[src/rtl/sha_pkg.sv]
// sha_pkg: shared types, constants and functions for the sha-256 block compressor
// holds the initial hash value, the round constant table, sigma functions and fsm state type
// no dependencies
package sha_pkg;

  localparam int unsigned WordW    = 32;
  localparam int unsigned NumWords = 16;
  localparam int unsigned NumRnds  = 64;
  localparam int unsigned NumVars  = 8;
  localparam int unsigned CntW     = $clog2(NumRnds);
  localparam int unsigned IdxW     = $clog2(NumVars);

  typedef logic [WordW-1:0] word_t;
  typedef word_t [NumVars-1:0] vars_t;

  typedef enum logic [1:0] {
    ST_LOAD,
    ST_ROUND,
    ST_OUT
  } sha_state_t;

  typedef struct packed {
    logic init;
    logic load;
    logic step;
  } sha_ctl_t;

  localparam vars_t INIT_HASH = '{
    32'h5be0cd19, 32'h1f83d9ab, 32'h9b05688c, 32'h510e527f,
    32'ha54ff53a, 32'h3c6ef372, 32'hbb67ae85, 32'h6a09e667
  };

  localparam word_t ROUND_K [NumRnds] = '{
    32'h428a2f98, 32'h71374491, 32'hb5c0fbcf, 32'he9b5dba5,
    32'h3956c25b, 32'h59f111f1, 32'h923f82a4, 32'hab1c5ed5,
    32'hd807aa98, 32'h12835b01, 32'h243185be, 32'h550c7dc3,
    32'h72be5d74, 32'h80deb1fe, 32'h9bdc06a7, 32'hc19bf174,
    32'he49b69c1, 32'hefbe4786, 32'h0fc19dc6, 32'h240ca1cc,
    32'h2de92c6f, 32'h4a7484aa, 32'h5cb0a9dc, 32'h76f988da,
    32'h983e5152, 32'ha831c66d, 32'hb00327c8, 32'hbf597fc7,
    32'hc6e00bf3, 32'hd5a79147, 32'h06ca6351, 32'h14292967,
    32'h27b70a85, 32'h2e1b2138, 32'h4d2c6dfc, 32'h53380d13,
    32'h650a7354, 32'h766a0abb, 32'h81c2c92e, 32'h92722c85,
    32'ha2bfe8a1, 32'ha81a664b, 32'hc24b8b70, 32'hc76c51a3,
    32'hd192e819, 32'hd6990624, 32'hf40e3585, 32'h106aa070,
    32'h19a4c116, 32'h1e376c08, 32'h2748774c, 32'h34b0bcb5,
    32'h391c0cb3, 32'h4ed8aa4a, 32'h5b9cca4f, 32'h682e6ff3,
    32'h748f82ee, 32'h78a5636f, 32'h84c87814, 32'h8cc70208,
    32'h90befffa, 32'ha4506ceb, 32'hbef9a3f7, 32'hc67178f2
  };

  function automatic word_t rotr(input word_t v, input int unsigned s);
    rotr = (v >> s) | (v << (WordW - s));
  endfunction

  function automatic word_t small_s0(input word_t v);
    small_s0 = rotr(v, 7) ^ rotr(v, 18) ^ (v >> 3);
  endfunction

  function automatic word_t small_s1(input word_t v);
    small_s1 = rotr(v, 17) ^ rotr(v, 19) ^ (v >> 10);
  endfunction

  function automatic word_t big_s0(input word_t v);
    big_s0 = rotr(v, 2) ^ rotr(v, 13) ^ rotr(v, 22);
  endfunction

  function automatic word_t big_s1(input word_t v);
    big_s1 = rotr(v, 6) ^ rotr(v, 11) ^ rotr(v, 25);
  endfunction

endpackage

[src/rtl/sha_sched.sv]
// sha_sched: sixteen-word message schedule window as a shift line
// loads message words, then produces one schedule word per round
// depends on sha_pkg
module sha_sched (
  input  logic              clk,
  input  sha_pkg::sha_ctl_t ctl,
  input  sha_pkg::word_t    load_word,
  output sha_pkg::word_t    wt
);

  sha_pkg::word_t win_r [sha_pkg::NumWords];
  sha_pkg::word_t exp_word;

  // word t+16 from the window holding words t..t+15
  assign exp_word = sha_pkg::small_s1(win_r[14]) + win_r[9]
                  + sha_pkg::small_s0(win_r[1]) + win_r[0];

  assign wt = win_r[0];

  always_ff @(posedge clk) begin
    if (ctl.load || ctl.step) begin
      for (int i = 0; i < sha_pkg::NumWords - 1; i++) begin
        win_r[i] <= win_r[i+1];
      end
      win_r[sha_pkg::NumWords-1] <= ctl.load ? load_word : exp_word;
    end
  end

endmodule

[src/rtl/sha_round.sv]
// sha_round: working variables a..h and the shared round unit, one round per step
// reloads the initial hash value on reset and on init
// depends on sha_pkg
module sha_round (
  input  logic                       clk,
  input  logic                       rst_n,
  input  sha_pkg::sha_ctl_t          ctl,
  input  logic [sha_pkg::CntW-1:0]   rnd,
  input  sha_pkg::word_t             wt,
  output sha_pkg::vars_t             vars
);

  sha_pkg::vars_t vars_r;
  sha_pkg::vars_t vars_nxt;
  sha_pkg::word_t t1;
  sha_pkg::word_t t2;
  sha_pkg::word_t va, vb, vc, vd, ve, vf, vg, vh;

  assign va = vars_r[0];
  assign vb = vars_r[1];
  assign vc = vars_r[2];
  assign vd = vars_r[3];
  assign ve = vars_r[4];
  assign vf = vars_r[5];
  assign vg = vars_r[6];
  assign vh = vars_r[7];

  always_comb begin
    t1 = vh + sha_pkg::big_s1(ve) + ((ve & vf) ^ (~ve & vg)) + sha_pkg::ROUND_K[rnd] + wt;
    t2 = sha_pkg::big_s0(va) + ((va & vb) ^ (va & vc) ^ (vb & vc));
    vars_nxt    = vars_r;
    vars_nxt[0] = t1 + t2;
    vars_nxt[1] = va;
    vars_nxt[2] = vb;
    vars_nxt[3] = vc;
    vars_nxt[4] = vd + t1;
    vars_nxt[5] = ve;
    vars_nxt[6] = vf;
    vars_nxt[7] = vg;
  end

  always_ff @(posedge clk) begin
    if (!rst_n || ctl.init) begin
      vars_r <= sha_pkg::INIT_HASH;
    end else if (ctl.step) begin
      vars_r <= vars_nxt;
    end
  end

  assign vars = vars_r;

endmodule

[src/rtl/sha256_block_compress.sv]
// sha256_block_compress: takes 16 message words (one per cycle while ready), then runs
// 64 rounds at one round per cycle through the shared round unit, then offers 8 digest words
// in_ready is low during rounds/output
// synchronous active-low reset returns to loading with the initial hash value in a..h
module sha256_block_compress (
  input  logic                      clk,
  input  logic                      rst_n,
  input  logic                      in_valid,
  output logic                      in_ready,
  input  logic [31:0]               in_message_word,
  output logic                      out_valid,
  input  logic                      out_ready,
  output logic [31:0]               out_digest_word,
  output logic [2:0]                out_digest_index,
  output logic                      out_last_word
);

  sha_pkg::sha_state_t            state_r, state_nxt;
  logic [sha_pkg::CntW-1:0]       cnt_r, cnt_nxt;
  sha_pkg::sha_ctl_t              ctl;
  sha_pkg::word_t                 wt;
  sha_pkg::vars_t                 vars;
  logic [sha_pkg::IdxW-1:0]       idx;
  logic                           in_acc;
  logic                           out_acc;

  localparam logic [sha_pkg::CntW-1:0] LastLoad = sha_pkg::CntW'(sha_pkg::NumWords - 1);
  localparam logic [sha_pkg::CntW-1:0] LastRnd  = sha_pkg::CntW'(sha_pkg::NumRnds - 1);
  localparam logic [sha_pkg::CntW-1:0] LastOut  = sha_pkg::CntW'(sha_pkg::NumVars - 1);

  assign in_acc  = in_valid && in_ready;
  assign out_acc = out_valid && out_ready;
  assign idx     = cnt_r[sha_pkg::IdxW-1:0];

  // next state
  always_comb begin
    state_nxt = state_r;
    cnt_nxt   = cnt_r;
    case (state_r)
      sha_pkg::ST_LOAD: begin
        if (in_acc) begin
          cnt_nxt = cnt_r + 1'b1;
          if (cnt_r == LastLoad) begin
            cnt_nxt   = '0;
            state_nxt = sha_pkg::ST_ROUND;
          end
        end
      end
      sha_pkg::ST_ROUND: begin
        cnt_nxt = cnt_r + 1'b1;
        if (cnt_r == LastRnd) begin
          cnt_nxt   = '0;
          state_nxt = sha_pkg::ST_OUT;
        end
      end
      sha_pkg::ST_OUT: begin
        if (out_acc) begin
          cnt_nxt = cnt_r + 1'b1;
          if (cnt_r == LastOut) begin
            cnt_nxt   = '0;
            state_nxt = sha_pkg::ST_LOAD;
          end
        end
      end
      default: begin
        cnt_nxt   = '0;
        state_nxt = sha_pkg::ST_LOAD;
      end
    endcase
  end

  // outputs
  always_comb begin
    in_ready  = 1'b0;
    out_valid = 1'b0;
    ctl       = '0;
    case (state_r)
      sha_pkg::ST_LOAD: begin
        in_ready = 1'b1;
        ctl.load = in_acc;
      end
      sha_pkg::ST_ROUND: begin
        ctl.step = 1'b1;
      end
      sha_pkg::ST_OUT: begin
        out_valid = 1'b1;
        ctl.init  = out_acc && (cnt_r == LastOut);
      end
      default: begin
        ctl = '0;
      end
    endcase
  end

  always_ff @(posedge clk) begin
    if (!rst_n) begin
      state_r <= sha_pkg::ST_LOAD;
      cnt_r   <= '0;
    end else begin
      state_r <= state_nxt;
      cnt_r   <= cnt_nxt;
    end
  end

  sha_sched u_sched (
    .clk       (clk),
    .ctl       (ctl),
    .load_word (in_message_word),
    .wt        (wt)
  );

  sha_round u_round (
    .clk   (clk),
    .rst_n (rst_n),
    .ctl   (ctl),
    .rnd   (cnt_r),
    .wt    (wt),
    .vars  (vars)
  );

  assign out_digest_word  = vars[idx] + sha_pkg::INIT_HASH[idx];
  assign out_digest_index = idx;
  assign out_last_word    = (cnt_r == LastOut);

  a_no_overlap: assert property (@(posedge clk) disable iff (!rst_n)
    !(in_ready && out_valid))
    else $error("input and output handshakes open together");

  a_first_index: assert property (@(posedge clk) disable iff (!rst_n)
    $rose(out_valid) |-> (out_digest_index == '0))
    else $error("digest does not start at word zero");

  a_rounds_done: assert property (@(posedge clk) disable iff (!rst_n)
    (state_r == sha_pkg::ST_ROUND && cnt_r == LastRnd) |=> out_valid)
    else $error("output not offered after last round");

  a_back_to_load: assert property (@(posedge clk) disable iff (!rst_n)
    (out_acc && out_last_word) |=> (in_ready && cnt_r == '0))
    else $error("block not ready for next word after last digest word");

  a_hold_digest: assert property (@(posedge clk) disable iff (!rst_n)
    (out_valid && !out_ready) |=> $stable(out_digest_word))
    else $error("digest word changed while stalled");

endmodule
[config.mk]
export PLATFORM = sky130hd
export DESIGN_NAME = sha256_block_compress
export DESIGN_NICKNAME = d
export VERILOG_FILES = /design/src/rtl/sha_pkg.sv /design/src/rtl/sha_sched.sv /design/src/rtl/sha_round.sv /design/src/rtl/sha256_block_compress.sv
export SDC_FILE = /design/constraint.sdc
export NUM_CORES = 2
export LEC_CHECK = 0
export BUFFER_PORTS_ARGS = -buffer_cell sky130_fd_sc_hd__buf_2
export CORE_MARGIN = 8
export CORE_UTILIZATION = 50
export CTS_BUF_LIST = sky130_fd_sc_hd__clkbuf_4
export DETAILED_ROUTE_END_ITERATION = 6
export PLACE_DENSITY = 0.7
export SLEW_MARGIN = 20
export SYNTH_ARGS = -nofsm -noshare
export SYNTH_HDL_FRONTEND = slang
export SYNTH_HIERARCHICAL = 1
export SYNTH_SLANG_ARGS = --single-unit
[constraint.sdc]
create_clock -name clk -period 18.6 [get_ports clk]
set_input_delay 3.72 -clock clk [delete_from_list [all_inputs] [get_ports clk]]
set_output_delay 3.72 -clock clk [all_outputs]
set_load 0.05 [all_outputs]
## After elaboration in Yosys (flattened, before gate mapping)

Memory sizes are Yosys's and may differ from the RTL's. A register that Yosys moved wholly into a read port is not among the register bits.
Index checks and enable logic that the tools add are counted.

- Register bits: 264
- Bits in writable memories: 512
- Memory bits (read-only): 2304
- Output and inout port bits: 38
- Logic and storage cells: 101
- Memories kept: 3

Memory list:

| memory | depth | width | rd ports | clocked after Yosys merged registers in | write ports | RTL line | text |
|---|---|---|---|---|---|---|---|
| (name not given) | 64 | 32 | 1 | 0 | 0 | sha_round.sv:29 | `t1 = vh + sha_pkg::big_s1(ve) + ((ve & vf) ^ (~ve & vg)) + sha_pkg::ROUND_K[rnd] + wt;` |
| u_sched.win_r | 16 | 32 | 16 | 0 | 16 | sha_sched.sv:11 | `sha_pkg::word_t win_r [sha_pkg::NumWords];` |
| (name not given) | 8 | 32 | 1 | 1 | 0 | sha256_block_compress.sv:121 | `assign out_digest_word = vars[idx] + sha_pkg::INIT_HASH[idx];` |

- Add/sub/neg operators: 12
- Order comparisons: 2
- Equality and inequality tests: 10
- Multiplexer cells: 27
- Bitwise logic cells: 28
- Reductions and logical operators: 9

Operators with widths:

| kind | count |
|---|---|
| $add 32x32->32 | 11 |
| $xor 32x32->32 | 9 |
| $and 32x32->32 | 5 |
| $mux 32 | 5 |
| $bmux 32 s3 | 1 |
| $not 32->32 | 1 |
| $or 10x32->32 | 1 |
| $or 13x32->32 | 1 |
| $or 14x32->32 | 1 |
| $or 15x32->32 | 1 |
| $or 19x32->32 | 1 |
| $or 21x32->32 | 1 |
| $or 25x32->32 | 1 |
| $or 26x32->32 | 1 |
| $or 30x32->32 | 1 |
| $or 7x32->32 | 1 |
| $xor 32x22->32 | 1 |
| $xor 32x29->32 | 1 |
| $mux 6 | 5 |
| $pmux 6 s3 | 1 |
| $mux 2 | 5 |
| $ne 2x2->1 const B | 5 |
| $ge 7x7->1 const B | 1 |
| $mux 1 | 7 |
| 16 further kinds | 20 |

## Logic depth before layout (Yosys ltp)

- Depth in word-level cells: 8
- Depth in mapped cells: 37
- Depth with buffers taken out: 35

## Hierarchy

The synthesis kept the hierarchy.

Modules (own cells, without submodules):

| module | times used | cells each | area each (um2) |
|---|---|---|---|
| sha_round | 1 | 2860 | 23473.8 |
| sha_sched | 1 | 1190 | 20581.0 |
| sha256_block_compress | 1 | 487 | 4932.2 |

## Worst setup path after synthesis

No wires, ideal clock.

- Kind: input port to flip-flop
- Start point: input port in_valid
- End point: memory u_sched/win_r[0][0] (netlist name) (enable)
- Setup time: 668 ps
- Arrival: 10520 ps
- Data required time: 17932 ps
- Slack: 7412 ps
- Cell stages on the path: 4
- Path buffers: 2
- Path through: and2_1 > clkbuf_1 > clkbuf_1 > or2_2

RTL lines:

| item | RTL line | text |
|---|---|---|
| from (decl) | sha256_block_compress.sv:8 | `input logic in_valid,` |
| to (decl) | sha_sched.sv:11 |  |

## Final worst setup path

- Start point: register cnt_r[1] (netlist name)
- End point: output port out_digest_word[30]

- Word-level cells in the longest chain between the ends: 3

Ends and longest elaborated chain:

| item | RTL line | text |
|---|---|---|
| from (decl) | sha256_block_compress.sv:19 | `logic [sha_pkg::CntW-1:0] cnt_r, cnt_nxt;` |
| from (signal assigned) | sha256_block_compress.sv:101 | `cnt_r <= cnt_nxt;` |
| $bmux 32 s3 | sha256_block_compress.sv:121 |  |
| $mux 32 (not written as such) | sha256_block_compress.sv:121 |  |
| $add 32x32->32 | sha256_block_compress.sv:121 |  |
| to (decl) | sha256_block_compress.sv:13 | `output logic [31:0] out_digest_word,` |

Every way passes these cells. The select of a mux whose other input is x is not followed.

==> reports/qor_table.md <==
| Parameter | This run |
|:---|:---|
| Number of vias after detailed routing | 32,530 |
| Final WL | 127,000 um |
| Result of the run | finished, final reports clean |
| Worst Max-Slew Pin Slew | 1091 ps |
| RD Place Congestion | 0.9822 |
| Detailed-route vias per instance | 5.567 |
| Setup repair after global routing missed its margin | false |
| Max-capacitance violation count | 0 |
| Number of routed nets with antenna violations | 0 |
| Worst vdd rail ir drop | 149.2 uV |
| Data arrival time of the worst path | 6350 ps |
| Remaining Overflow, GRT | 0 |
| Ordered list of cells on the worst path | buf_4 > mux4_2 > mux2_2 > ha_1 > fa_1 > a21oi_1 > o21ai_1 > a211oi_1 > nor3_1 > o41ai_2 > o21ai_1 > xor2_1 > buf_2 |
| CTS sink cnt | 806 |
| Mean post-synth cell area | 10.80 sq um |
| Leading post-synthesis cells by cell area | sky130_fd_sc_hd__edfxtp_1 (31%), sky130_fd_sc_hd__dfxtp_1 (12%), sky130_fd_sc_hd__fa_1 (7.7%) |
| Async S/R FF share, synth | 0% |
| Most Frequent Cell on Critical Path | sky130_fd_sc_hd__o21ai_1 |
| Detailed-routing iteration count for the pre-antenna-repair pass | 6 |
| Total number of yosys warnings | 6 |
| Proportion of total power due to net switching | 41.96% |
| Number of flip-flops in the largest register | 512 |
| Cell Rows | 115 |
| Relative contribution of sequential cells to total power | 29.6% |
| Clock Root Buffer | sky130_fd_sc_hd__clkbuf_4 |
| Worst hold path cell count | 0 |
| Starting Density | 50.14% |
| Slew margin rel. | 27.28% |
| Worst Setup Start Kind | register |
| Type of element capturing the critical path | output pin |
| Overall routing resource usage | 23.08% |
| Min cycle time layout | 10,070 ps |
| First-pass GRT wire length | 191,400 um |
| H-tree depth reported by CTS | 4 |
| HPWL reported at the end of detailed placement | 93,050 um |
| Portion of total power attributed to combinational logic | 49.7% |
| # nets final | 4,811 |
| Quantity of hold-fixing buffers added after cts | 0 |
| Post-synth top area share | 31.39% |
| TritonCTS clock tree | built |
| Library cells used by synthesis | 111 |
| Critical path required time | 14,880 ps |
| Switching component of the power | 3.138 mW |
| Dominant cell type by area after synthesis | sky130_fd_sc_hd__edfxtp_1 |
| Register name with the most flops | u_sched/win_r |
| Final setup skew | 73.49 ps |
| Pint | 4.340 mW |
| Count of non-filler cells in the finished layout | 5,843 |
| Cell Area, Synth | 0.04899 sq mm |
| Slowest stage cell on the critical path | sky130_fd_sc_hd__dfxtp_4 |
| Hold/Removal Path Class | register to register |
| DR DRC count | 0 |
| Die outline area | 0.1082 sq mm |
| Number of buffers and inverters on the critical path | 2 |
| Biggest fanout along the worst timing path | 54 |
| Number of global-route vias before repair | 31,430 |
| Final hold violation count | 0 |
| Share of total power in the clock network | 20.7% |
| Clock transition at path regs | 80 ps |
| Post-Synthesis Cells | 4,537 |
| Post-CTS Resized | 0 |
| Pleak | 20.39 nW |
| Highest clock rate | 0.09934 GHz |
| Count of placed standard cells including taps | 5,471 |
| Buffers on Ports | 73 |
| Type of the worst setup path | register to output pin |
| Proportion of synthesized chip area in sequential cells | 43.40% |
| Primary flip-flop cell chosen by synthesis mapping | sky130_fd_sc_hd__edfxtp_1 |
| Antenna violations before repair | 3 |
| Die Y | 329.0 um |
| X dimension of the die | 329.0 um |
| Clock latency on the worst-skew pair | 1090 ps |
| Fraction of layout instances using a drive strength above 1 | 14.10% |
| Violation count after the first detailed-route iteration | 3,417 |
| Kind of cell adding the most delay to the critical path | compound AO/OA/AOI/OAI gates |
| Number of CTS-inserted buffers | 205 |
| Number of enable-type register cells in the synthesized netlist | 512 |
| Synthesized netlist net count | 4,957 |
| Area overhead of the layout relative to synthesis | 4.909% |
| Fin Setup TNS | 0 ps |
| Core box area | 0.09770 sq mm |
| Total setup buffers inserted after CTS | 0 |
| Slew Viols, Final | 0 |
| Number of stages on the worst setup path | 13 |
| # setup viols final | 0 |
| Max stage delay on crit path | 950 ps |
| Power per cell area | 145.5 mW/mm^2 |
| Average routed wire per standard cell | 21.73 um |
| Maximum count of clock buffers along a single path | 3 |
| Share of the clock period used by the worst path after layout | 54.12% |
| Flip-flop and latch count after synthesis | 806 |
| Largest net degree at the start of global routing | 178 |
| Worst-case reg-to-reg path depth | 32 |
| Ports placed on the boundary | 74 |
## layer usage
metal  global-route usage, %  up-vias  part of all wire [%]
li1                        -    15210                     -
met1                   31.16    15850                    43
met2                   36.41     1225                    46
met3                   4.128      240                   6.5
met4                   10.27        0                   4.5
met5                       0        -                     0
## power groups by stage
stage | clock (mW) | sequential, mW | combinational [mW]
floorplan | 0 | 2.20 | 2.79
global route | 1.69 | 2.22 | 4.09
finish | 1.54 | 2.21 | 3.72
global placement | 0 | 2.25 | 3.62
detailed placement | 0 | 2.25 | 3.63
CTS | 1.60 | 2.22 | 3.67
## cell families after synthesis
| kind of cell | after synthesis | share of synthesized area (%) |
|---|---|---|
| compound gates | 826 | 10.91 |
| xor+xnor | 390 | 7.001 |
| fa+ha+maj | 386 | 12.73 |
| buf+inv | 962 | 9.164 |
| flops | 806 | 43.40 |
| mux | 362 | 9.438 |
| simple gates | 805 | 7.356 |
## layout make-up
cell class	instances	area, sq um
Fill cell	8507	46310
Multi-Input combinational cell	2769	23270
Sequential cell	806	21280
Clock buffer	299	2245
Inverter	503	1888
Tap cell	1287	1610
Timing Repair Buffer	106	638.1
Clock inverter	70	457.9
Antenna cell	3	7.507
## metrics by stage
| stage | instance area (sq um) | util, % | worst slack [ps] | hold WS [ps] | total power, mW |
|---|---|---|---|---|---|
| after CTS | 51380 | 52.59 | 8505 | 356.6 | 7.482 |
| after global placement | 48680 | 49.83 | 9207 | 400.4 | 5.867 |
| final | 51390 | 52.60 | 8533 | 364.7 | 7.478 |
| after global routing | 51390 | 52.60 | 8319 | 364.2 | 8.003 |
| after detailed placement | 48680 | 49.83 | 9108 | 404.5 | 5.890 |
| after floorplan | 48990 | - | 7412 | 400.3 | 4.991 |
## synth_stat cells (6+ instances only)
| cell type | count |
|---|---|
| sky130_fd_sc_hd__o31ai_1 | 17 |
| sky130_fd_sc_hd__or3_1 | 12 |
| sky130_fd_sc_hd__inv_1 | 497 |
| sky130_fd_sc_hd__a31oi_1 | 18 |
| sky130_fd_sc_hd__nor2b_1 | 30 |
| sky130_fd_sc_hd__buf_1 | 38 |
| sky130_fd_sc_hd__xor2_1 | 127 |
| sky130_fd_sc_hd__o21a_1 | 20 |
| sky130_fd_sc_hd__nand3_1 | 35 |
| sky130_fd_sc_hd__mux4_2 | 70 |
| sky130_fd_sc_hd__buf_4 | 227 |
| sky130_fd_sc_hd__and2_1 | 10 |
| sky130_fd_sc_hd__and3_1 | 14 |
| sky130_fd_sc_hd__o221ai_1 | 8 |
| sky130_fd_sc_hd__o21bai_1 | 21 |
| sky130_fd_sc_hd__o21ai_0 | 196 |
| sky130_fd_sc_hd__buf_2 | 20 |
| sky130_fd_sc_hd__nand3b_1 | 7 |
| sky130_fd_sc_hd__a21o_1 | 94 |
| sky130_fd_sc_hd__a211o_1 | 7 |
| sky130_fd_sc_hd__xnor2_1 | 262 |
| sky130_fd_sc_hd__a311oi_1 | 6 |
| sky130_fd_sc_hd__o21ai_1 | 31 |
| sky130_fd_sc_hd__mux2_2 | 69 |
| sky130_fd_sc_hd__fa_1 | 188 |
| sky130_fd_sc_hd__o22ai_1 | 15 |
| sky130_fd_sc_hd__nor3b_1 | 8 |
| sky130_fd_sc_hd__ha_1 | 196 |
| sky130_fd_sc_hd__a21oi_1 | 213 |
| sky130_fd_sc_hd__nor2_1 | 270 |
| sky130_fd_sc_hd__o311ai_0 | 11 |
| sky130_fd_sc_hd__nand2_1 | 298 |
| sky130_fd_sc_hd__a211oi_1 | 32 |
| sky130_fd_sc_hd__o211ai_1 | 45 |
| sky130_fd_sc_hd__or2_2 | 7 |
| sky130_fd_sc_hd__mux2i_1 | 220 |
| sky130_fd_sc_hd__clkbuf_1 | 173 |
| sky130_fd_sc_hd__nand4_1 | 19 |
| sky130_fd_sc_hd__nand2b_1 | 21 |
| sky130_fd_sc_hd__nor3_1 | 41 |
| sky130_fd_sc_hd__dfxtp_1 | 294 |
| sky130_fd_sc_hd__edfxtp_1 | 512 |
## final timing paths
kind | startpoint | end | slack, ps
max | cnt_r[1] | out_digest_word[30] | 8530
min | u_sched/win_r[0][118] | u_sched/win_r[0][86] | 360
max reg2reg | cnt_r[1] | u_round/va[31] | 8890
min reg2reg | u_sched/win_r[0][118] | u_sched/win_r[0][86] | 360
## placed cells by master (no fill, tap or decap), types with 188 or more instances in the layout
cell / n
sky130_fd_sc_hd__edfxtp_1: 512
sky130_fd_sc_hd__inv_1: 497
sky130_fd_sc_hd__clkbuf_4: 299
sky130_fd_sc_hd__nand2_1: 298
sky130_fd_sc_hd__dfxtp_1: 288
sky130_fd_sc_hd__nor2_1: 269
sky130_fd_sc_hd__xnor2_1: 262
sky130_fd_sc_hd__mux2i_1: 220
sky130_fd_sc_hd__a21oi_1: 213
sky130_fd_sc_hd__o21ai_0: 196
sky130_fd_sc_hd__ha_1: 196
sky130_fd_sc_hd__fa_1: 188
Power figures use the tool's default switching activity.
